**src/uer_pkg.sv**
```systemverilog
// Shared types and constants for the ultrasonic echo ranger.
// No dependencies; imported by every module of the block.
package uer_pkg;

  localparam int unsigned TW_W       = 8;   // trigger width register
  localparam int unsigned GAP_W      = 17;  // post-echo gap register
  localparam int unsigned CFG_W      = 17;  // widest register
  localparam int unsigned CNT_W      = 17;  // tick counter
  localparam int unsigned ECHO_W     = 16;  // echo width counter
  localparam int unsigned SMP_W      = 3;   // samples done
  localparam int unsigned SUM_W      = 19;  // width accumulator
  localparam int unsigned DIST_W     = 15;  // distance output
  localparam int unsigned DIST_SHIFT = 4;   // result in 1/16 cm
  localparam int unsigned SOUND_DIV  = 58;  // us of round trip per cm

  localparam logic [TW_W-1:0]  TRIG_WIDTH_RST = 8'd20;
  localparam logic [GAP_W-1:0] GAP_RST        = 17'd50000;

  typedef enum logic {
    CFG_TRIG_WIDTH = 1'b0,
    CFG_GAP        = 1'b1
  } cfg_idx_e;

  typedef enum logic [4:0] {
    PH_IDLE = 5'b00001,
    PH_TRIG = 5'b00010,
    PH_WAIT = 5'b00100,
    PH_MEAS = 5'b01000,
    PH_GAP  = 5'b10000
  } phase_e;

  // one result item
  typedef struct packed {
    logic              trig;
    logic              busy;
    logic              done;
    logic [DIST_W-1:0] dist_val;
  } res_t;

  // accumulator view handed to the distance unit
  typedef struct packed {
    logic [SUM_W-1:0] sum;
    logic             wr;
  } sum_t;

endpackage

```
**src/uer_dist.sv**
```systemverilog
// Distance unit: sum*16/(58*SAMPLE_COUNT) by reciprocal multiplication, registered.
// Depends on uer_pkg.
module uer_dist import uer_pkg::*; #(
  parameter int unsigned SAMPLE_COUNT = 5
) (
  input  logic              clk_i,
  input  logic              rst_ni,
  input  sum_t              sum_i,
  output logic [DIST_W-1:0] quot_o,
  output logic              stale_o
);

  localparam int unsigned DEN    = SOUND_DIV * SAMPLE_COUNT;
  localparam int unsigned X_W    = SUM_W + DIST_SHIFT;
  localparam int unsigned L      = $clog2(DEN);
  localparam int unsigned SH     = X_W + L;
  localparam int unsigned M_W    = X_W + 1;
  localparam int unsigned PROD_W = X_W + M_W;
  // m = ceil(2^SH / DEN), exact for every X_W-bit dividend
  localparam logic [63:0] MUL = ((64'd1 << SH) + 64'(DEN) - 64'd1) / 64'(DEN);

  logic [X_W-1:0]    x;
  logic [PROD_W-1:0] prod;
  logic [DIST_W-1:0] quot_q;
  logic              stale_q;

  assign x    = {sum_i.sum, {DIST_SHIFT{1'b0}}};
  assign prod = PROD_W'(x) * PROD_W'(MUL[M_W-1:0]);

  always_ff @(posedge clk_i) begin
    quot_q <= prod[SH +: DIST_W];
  end

  // the quotient is registered from the accumulator, so it is stale in the cycle after a write
  always_ff @(posedge clk_i or negedge rst_ni) begin
    if (!rst_ni) begin
      stale_q <= 1'b0;
    end else begin
      stale_q <= sum_i.wr;
    end
  end

  assign quot_o  = quot_q;
  assign stale_o = stale_q;

endmodule

```
**src/uer_ctrl.sv**
```systemverilog
// Ranging sequencer: trigger, echo wait, echo count, gap and averaging state.
// Depends on uer_pkg.
module uer_ctrl import uer_pkg::*; #(
  parameter int unsigned SAMPLE_COUNT = 5
) (
  input  logic              clk_i,
  input  logic              rst_ni,
  input  logic              step_i,
  input  logic              start_i,
  input  logic              echo_i,
  input  logic [TW_W-1:0]   trig_width_i,
  input  logic [GAP_W-1:0]  gap_i,
  input  logic [DIST_W-1:0] quot_i,
  output res_t              res_o,
  output sum_t              sum_o,
  output logic              done_pend_o
);

  phase_e             phase_q, phase_d;
  logic [CNT_W-1:0]   tick_q, tick_d, tick_inc;
  logic [ECHO_W-1:0]  echo_q, echo_d;
  logic [SMP_W-1:0]   smp_q, smp_d;
  logic [SUM_W-1:0]   sum_q, sum_d;
  logic [DIST_W-1:0]  last_q, last_d;
  logic               trig, done, sum_wr, gap_end, short_trig;

  assign tick_inc   = tick_q + CNT_W'(1);
  assign gap_end    = tick_q >= CNT_W'(gap_i);
  assign short_trig = trig_width_i <= TW_W'(1);
  assign done_pend_o = (phase_q == PH_GAP) && gap_end
                       && (smp_q >= SMP_W'(SAMPLE_COUNT));

  always_comb begin
    phase_d = phase_q;
    tick_d  = tick_q;
    echo_d  = echo_q;
    smp_d   = smp_q;
    sum_d   = sum_q;
    last_d  = last_q;
    trig    = 1'b0;
    done    = 1'b0;
    sum_wr  = 1'b0;
    unique case (phase_q)
      PH_TRIG: begin
        trig   = 1'b1;
        tick_d = tick_inc;
        if (tick_inc >= CNT_W'(trig_width_i)) phase_d = PH_WAIT;
      end
      PH_WAIT: begin
        if (echo_i) begin
          echo_d  = ECHO_W'(1);
          phase_d = PH_MEAS;
        end
      end
      PH_MEAS: begin
        if (echo_i) begin
          if (echo_q != '1) echo_d = echo_q + ECHO_W'(1);
        end else begin
          sum_d   = sum_q + SUM_W'(echo_q);
          sum_wr  = 1'b1;
          smp_d   = smp_q + SMP_W'(1);
          tick_d  = '0;
          phase_d = PH_GAP;
        end
      end
      PH_GAP: begin
        if (!gap_end) begin
          tick_d = tick_inc;
        end else if (done_pend_o) begin
          last_d  = quot_i;
          done    = 1'b1;
          phase_d = PH_IDLE;
        end else begin
          trig    = 1'b1;
          tick_d  = CNT_W'(1);
          phase_d = short_trig ? PH_WAIT : PH_TRIG;
        end
      end
      default: begin
        // idle, and any code that is not a legal phase
        phase_d = PH_IDLE;
        if (start_i) begin
          smp_d   = '0;
          sum_d   = '0;
          sum_wr  = 1'b1;
          echo_d  = '0;
          trig    = 1'b1;
          tick_d  = CNT_W'(1);
          phase_d = short_trig ? PH_WAIT : PH_TRIG;
        end
      end
    endcase
  end

  always_ff @(posedge clk_i or negedge rst_ni) begin
    if (!rst_ni) begin
      phase_q <= PH_IDLE;
      tick_q  <= '0;
      echo_q  <= '0;
      smp_q   <= '0;
      sum_q   <= '0;
      last_q  <= '0;
    end else if (step_i) begin
      phase_q <= phase_d;
      tick_q  <= tick_d;
      echo_q  <= echo_d;
      smp_q   <= smp_d;
      sum_q   <= sum_d;
      last_q  <= last_d;
    end
  end

  assign res_o.trig     = trig;
  assign res_o.busy     = phase_d != PH_IDLE;
  assign res_o.done     = done;
  assign res_o.dist_val = last_d;

  assign sum_o.sum = sum_q;
  assign sum_o.wr  = sum_wr && step_i;

endmodule

```
**src/ultrasonic_echo_ranger_unit.sv**
```systemverilog
// Ultrasonic echo ranger, top level: handshake registers, config registers, assertions.
// Depends on uer_pkg, uer_ctrl, uer_dist.
//
// Each input item is one microsecond tick (start request, sampled echo level) and yields
// one result item (trigger level, busy, done, distance in 1/16 cm). Items enter an input
// register and the result is formed combinationally into an output register, so the
// block takes one item per clock while results are taken; each result passes the input
// register and then the output register. One exception: when the done tick is the item
// directly after the one that closed the last echo (zero gap), it is held while the
// registered distance quotient is stale. The result register is refilled while the
// previous result is taken. Configuration writes apply from the next item processed.
module ultrasonic_echo_ranger_unit import uer_pkg::*; #(
  parameter int unsigned SAMPLE_COUNT = 5
) (
  input  logic              clk_i,
  input  logic              rst_ni,
  input  logic              cfg_we_i,
  input  logic              cfg_idx_i,
  input  logic [CFG_W-1:0]  cfg_wdata_i,
  input  logic              in_valid_i,
  output logic              in_ready_o,
  input  logic              start_req_i,
  input  logic              echo_level_i,
  output logic              out_valid_o,
  input  logic              out_ready_i,
  output logic              trigger_level_o,
  output logic              busy_res_o,
  output logic              done_res_o,
  output logic [DIST_W-1:0] distance_sixteenths_cm_o
);

  logic              in_valid_q, start_q, echo_q;
  logic              out_valid_q;
  res_t              res, res_q;
  sum_t              sum;
  logic [DIST_W-1:0] quot;
  logic              stale, done_pend, advance;
  logic [TW_W-1:0]   trig_width_q;
  logic [GAP_W-1:0]  gap_q;

  always_ff @(posedge clk_i or negedge rst_ni) begin
    if (!rst_ni) begin
      trig_width_q <= TRIG_WIDTH_RST;
      gap_q        <= GAP_RST;
    end else if (cfg_we_i) begin
      unique case (cfg_idx_e'(cfg_idx_i))
        CFG_TRIG_WIDTH: trig_width_q <= cfg_wdata_i[TW_W-1:0];
        CFG_GAP:        gap_q        <= cfg_wdata_i[GAP_W-1:0];
      endcase
    end
  end

  assign advance    = in_valid_q && (!out_valid_q || out_ready_i) && !(done_pend && stale);
  assign in_ready_o = !in_valid_q || advance;

  always_ff @(posedge clk_i or negedge rst_ni) begin
    if (!rst_ni) begin
      in_valid_q <= 1'b0;
    end else if (in_ready_o) begin
      in_valid_q <= in_valid_i;
    end
  end

  always_ff @(posedge clk_i) begin
    if (in_valid_i && in_ready_o) begin
      start_q <= start_req_i;
      echo_q  <= echo_level_i;
    end
  end

  uer_ctrl #(
    .SAMPLE_COUNT(SAMPLE_COUNT)
  ) u_ctrl (
    .clk_i       (clk_i),
    .rst_ni      (rst_ni),
    .step_i      (advance),
    .start_i     (start_q),
    .echo_i      (echo_q),
    .trig_width_i(trig_width_q),
    .gap_i       (gap_q),
    .quot_i      (quot),
    .res_o       (res),
    .sum_o       (sum),
    .done_pend_o (done_pend)
  );

  uer_dist #(
    .SAMPLE_COUNT(SAMPLE_COUNT)
  ) u_dist (
    .clk_i  (clk_i),
    .rst_ni (rst_ni),
    .sum_i  (sum),
    .quot_o (quot),
    .stale_o(stale)
  );

  always_ff @(posedge clk_i or negedge rst_ni) begin
    if (!rst_ni) begin
      out_valid_q <= 1'b0;
    end else if (advance) begin
      out_valid_q <= 1'b1;
    end else if (out_ready_i) begin
      out_valid_q <= 1'b0;
    end
  end

  always_ff @(posedge clk_i) begin
    if (advance) res_q <= res;
  end

  assign out_valid_o              = out_valid_q;
  assign trigger_level_o          = res_q.trig;
  assign busy_res_o               = res_q.busy;
  assign done_res_o               = res_q.done;
  assign distance_sixteenths_cm_o = res_q.dist_val;

  // a finished run is never still busy and never drives the trigger
  a_done_idle: assert property (@(posedge clk_i) disable iff (!rst_ni)
    out_valid_o && done_res_o |-> !busy_res_o && !trigger_level_o)
    else $error("done item while busy or triggering");

  // trigger ticks always belong to a run
  a_trig_busy: assert property (@(posedge clk_i) disable iff (!rst_ni)
    out_valid_o && trigger_level_o |-> busy_res_o)
    else $error("trigger driven outside a run");

  // an item held in the input register is not dropped
  a_in_hold: assert property (@(posedge clk_i) disable iff (!rst_ni)
    in_valid_q && !advance |=> in_valid_q)
    else $error("input item lost");

  // distance changes between results only with a done item
  a_dist_hold: assert property (@(posedge clk_i) disable iff (!rst_ni)
    advance && !res.done |=> $stable(u_ctrl.last_q))
    else $error("distance changed without done");

endmodule
```
**config.mk**
```make
export PLATFORM = sky130hd
export DESIGN_NAME = ultrasonic_echo_ranger_unit
export DESIGN_NICKNAME = d
export VERILOG_FILES = /design/src/uer_pkg.sv /design/src/uer_dist.sv /design/src/uer_ctrl.sv /design/src/ultrasonic_echo_ranger_unit.sv
export SDC_FILE = /design/constraint.sdc
export NUM_CORES = 1
export LEC_CHECK = 0
export BUFFER_PORTS_ARGS = -buffer_cell sky130_fd_sc_hd__buf_2
export CORE_UTILIZATION = 49
export CTS_CLUSTER_DIAMETER = 40
export DETAILED_ROUTE_END_ITERATION = 6
export PLACE_DENSITY = 0.72
export SYNTH_ARGS = -nofsm -noshare
export SYNTH_HDL_FRONTEND = slang
export SYNTH_HIERARCHICAL = 1
export SYNTH_SLANG_ARGS = --single-unit
```
**constraint.sdc**
```tcl
create_clock -name clk_i -period 8.2 [get_ports clk_i]
set_clock_uncertainty 0.15 [all_clocks]
set_input_delay 0.82 -clock clk_i [delete_from_list [all_inputs] [get_ports clk_i]]
set_output_delay 0.82 -clock clk_i [all_outputs]
set_load 0.05 [all_outputs]
```
==> impl_summary.log <==
INFO  metric timing_worst_setup_path_type = flip-flop to flip-flop
INFO  metric nFillCells = between 2000 and 3000
INFO  metric max_slew.worst_pin.slew = ~1.1 ns
INFO  metric hold_ws = 0.267 ns
INFO  metric power.static_leakage = 8.63 nW
INFO  metric number_of_ports_placed_on_the_die_boundary = 45
INFO  metric grt_setup_unrepaired = no
INFO  metric irDropWorstVdd = 0.112 mV
INFO  metric mean_post_synth_cell_area = approximately 10 um2
INFO  metric y_dimension_of_the_die = roughly 180 um
INFO  metric synth_simple_gate_area_share = a little over 9%
INFO  metric yosys.cell_count.top_type = sky130_fd_sc_hd__inv_1
INFO  metric ys_types = 77
INFO  metric synth_top_flop_cell = sky130_fd_sc_hd__dfrtp_1
INFO  metric clock_tree.buffer_depth = 2
INFO  metric fin_util = a little over half
INFO  metric reg2reg_to = u_dist/quot_o[14]
INFO  metric post_synthesis_instance_total = about 1500
INFO  metric reg2reg_from = u_ctrl/sum_q[13]
INFO  metric first_iter_violations = roughly 750
INFO  metric finalInstanceArea = 16100 um2
INFO  metric fmax = around 150 MHz
INFO  metric synth_seq_cells = 138
INFO  metric setup.reg_to_reg.worst_slack = approximately 1.6 ns
INFO  metric synth_top_family_by_area = adder cells
INFO  metric hold_buffers = 0
INFO  metric cts_sinks = around 140
INFO  metric synth_nets = between 1500 and 2000
INFO  metric power-per-cell-area = about 140 nW/um2
INFO  metric routed_via_density = around 5.4
INFO  metric synth_enable_flop_cells = 20
INFO  metric numCtsBuffers = 17
INFO  metric worstHoldPathType = input port to asynchronous set/reset pin
INFO  metric post-route-min-period = approximately 6.6 ns
INFO  metric post_synth_most_frequent_cells = sky130_fd_sc_hd__inv_1 (329), sky130_fd_sc_hd__ha_1 (218), sky130_fd_sc_hd__fa_1 (158), sky130_fd_sc_hd__dfrtp_1 (94), sky130_fd_sc_hd__nand2_1 (73)
INFO  metric maximum_number_of_pins_on_one_net_before_global_route_repair = 56
INFO  metric die_w = around 180 um
INFO  metric cp-start-kind = flip-flop
INFO  metric global_route.usage.total = between 20% and 30%
INFO  metric crit_arrival = around 6.7 ns
INFO  metric synth_area = about 15000 um2
INFO  metric worst-r2r-cell-count = 19
INFO  metric complex_gate_fraction_of_the_synthesized_area = approximately 11%
INFO  metric yosysWarnings = 6
INFO  metric run_status = finished clean
INFO  metric fin_crit_sh = 80.4%
INFO  metric grt_pass1_wl = 55100 um
INFO  metric floorplan.core_area = between 20000 and 30000 um2
INFO  metric dominant_cell_type_by_area_after_synthesis = sky130_fd_sc_hd__fa_1
INFO  metric cts.reportedPaths.clkPinSlew = 0.06 ns
INFO  metric grt_pass1_vias = roughly 11000
INFO  metric design.die.area = slightly above 30000 um2
INFO  metric grt_antenna_before_repair = 0
INFO  metric endpoint_kind = flip-flop
INFO  metric diodes = 0
INFO  metric crit_fanout = 8
INFO  metric timing_hold_violations_final = 0
INFO  metric total_neg_setup_slack = 0 ns
INFO  metric slew_headroom = between 20 and 30%
INFO  metric cts_root_buf = sky130_fd_sc_hd__clkbuf_16
INFO  metric route.final.wire_length = ~33000 um
INFO  metric postPlaceCellArea = between 15000 and 20000 um2
INFO  metric initial_core_util = 50.0%
INFO  metric number_of_nets_at_the_end_of_the_flow = 1933
INFO  metric area_growth = 8.27%
INFO  metric post_synth_xor_area_fraction = around 2.5%
INFO  metric final-max-slew-violation-count = 0
INFO  metric synth_area_leaders = sky130_fd_sc_hd__fa_1 (21%), sky130_fd_sc_hd__ha_1 (18%), sky130_fd_sc_hd__dfrtp_1 (16%)
INFO  metric max_cap_violations = 0
INFO  metric muxShareOfSynthArea = 5.15%
INFO  metric htree_levels = 4
INFO  metric std_cell_rows = 63
INFO  metric drt_pre_antenna_iters = 5
INFO  metric setup_viol = 0
INFO  metric drc = 0
INFO  metric numPortBuffers = between 40 and 50
INFO  metric cts_tree = built
INFO  metric post_cts_resize_count = 0
INFO  metric ant_nets = 0
INFO  metric wl_per_cell = approximately 17 um
INFO  metric vias = about 11000
INFO  metric grt_remaining_overflow = 0
INFO  metric gp_congestion = around 0.95
INFO  metric synthArstFlopShare = 74.6%
INFO  metric yosys.area.top_type_share = between 20% and 30%
INFO  metric clk_latency = 0.42 ns
INFO  metric seq_area_frac_synth = a little under a quarter
INFO  metric synth-adder-area-share = between 30% and 40%
INFO  metric layout-drive-gt1-share = a little over a tenth
INFO  metric worst_ep_required_time = between 8 and 9 ns
INFO  metric post-cts-setup-buffers = 0
INFO  metric dpl.hpwl = ~27000 um
==> critical path, stage by stage, from the launching register on <==
cell and delay (ns):
sky130_fd_sc_hd__dfrtp_1 0.55, sky130_fd_sc_hd__fa_1 0.74, sky130_fd_sc_hd__fa_1 0.60, sky130_fd_sc_hd__inv_1 0.06
sky130_fd_sc_hd__fa_1 0.50, sky130_fd_sc_hd__inv_1 0.06, sky130_fd_sc_hd__fa_1 0.53, sky130_fd_sc_hd__inv_1 0.07
sky130_fd_sc_hd__fa_1 0.52, sky130_fd_sc_hd__fa_1 0.55, sky130_fd_sc_hd__inv_1 0.04, sky130_fd_sc_hd__ha_1 0.42
sky130_fd_sc_hd__nand4_1 0.17, sky130_fd_sc_hd__nor2_1 0.17, sky130_fd_sc_hd__nand2_1 0.11, sky130_fd_sc_hd__a211oi_1 0.52
sky130_fd_sc_hd__nand2_1 0.22, sky130_fd_sc_hd__nand2_1 0.18, sky130_fd_sc_hd__o21a_1 0.20, sky130_fd_sc_hd__o211ai_1 0.11
==> stage by stage <==
| stage | std cells | worst slack [ns] | total power (W) |
|---|---|---|---|
| final | 1935 | 1.60 | 0.00217 |
| after global routing | 1935 | 1.25 | 0.00231 |
| after CTS | 1935 | 1.56 | 0.00219 |
| after detailed placement | 1903 | 1.59 | 0.00138 |
| after global placement | 1903 | 1.65 | 0.00137 |
| after floorplan | 1491 | 2.50 | 0.00123 |
==> cells in the final DEF (no fill, tap or decap), drive strengths merged, types with 13 or more instances in the layout <==
cell type	count
xor2	20
a21o	16
o31ai	13
xnor2	23
dfrtp	94
nor2	59
a21oi	64
nand3	25
nor3	20
mux2	56
inv	329
nand2	74
clkbuf	23
nand4	22
ha	218
a211oi	13
buf	49
edfxtp	20
o21ai	70
fa	158
dfxtp	15
==> flip-flops by register name, indices dropped and copies added, names as in the netlist <==
register and flops:
busy_res_o 1, distance_sixteenths_cm_o 15, done_res_o 1, echo_q 1, gap_q 17, in_valid_q 1
out_valid_o 1, start_q 1, trig_width_q 8, trigger_level_o 1, u_ctrl/echo_q 16, u_ctrl/last_q 15
u_ctrl/phase_q 5, u_ctrl/smp_q 3, u_ctrl/sum_q 19, u_ctrl/tick_q 17, u_dist/quot_o 15, u_dist/stale_o 1
==> cells by family (layout without fill, tap and decap cells) <==
group | count (synthesis) | in the layout
AND/OR/NAND/NOR | 270 | 270
flip-flops | 138 | 138
buffers and inverters | 356 | 410
AO/OA/AOI/OAI | 249 | 249
multiplexers | 59 | 59
XOR/XNOR | 43 | 43
adder cells (fa/ha/maj) | 376 | 376
==> cell type report <==
| class | instances | area, um2 | area share (%) |
|---|---|---|---|
| sequential | 138 | 3490 | 21.7 |
| clock buffer | 23 | 509 | 3.16 |
| timing repair buffer | 49 | 260 | 1.62 |
| inverter | 329 | 1230 | 7.67 |
| multi-input combinational | 997 | 10000 | 62.1 |
| clock inverter | 9 | 111 | 0.692 |
| tap | 390 | 488 | 3.03 |
==> worst max path at each step <==
stage | startpoint | end | slack, ns | depth (start not counted)
5_1_grt | u_ctrl/sum_q[13] | u_dist/quot_o[12] | 1.25 | 19
4_1_cts | u_ctrl/sum_q[13] | u_dist/quot_o[14] | 1.56 | 19
6_report | u_ctrl/sum_q[13] | u_dist/quot_o[14] | 1.60 | 19
3_5_place_dp | u_ctrl/sum_q[13] | u_dist/quot_o[14] | 1.59 | 19
2_1_floorplan | u_ctrl/sum_q[16] | u_dist/quot_o[9] | 2.50 | 19
3_3_place_gp | u_ctrl/sum_q[13] | u_dist/quot_o[14] | 1.65 | 19
==> power by group <==
group / switching (W) / internal, W
registers: 0.0000524 / 0.000763
logic: 0.000339 / 0.000218
clock network: 0.000302 / 0.000499
==> routing by layer <==
metal  vias to the layer above  GRT usage [%]  share of wire, %
met5                         -              0                 0
met2                       270           36.7                48
met4                         0           6.45               1.8
met1                      5183           31.0                45
met3                        35           3.94               5.8
li1                       5048              -                 -
Power figures use the tool's default switching activity.
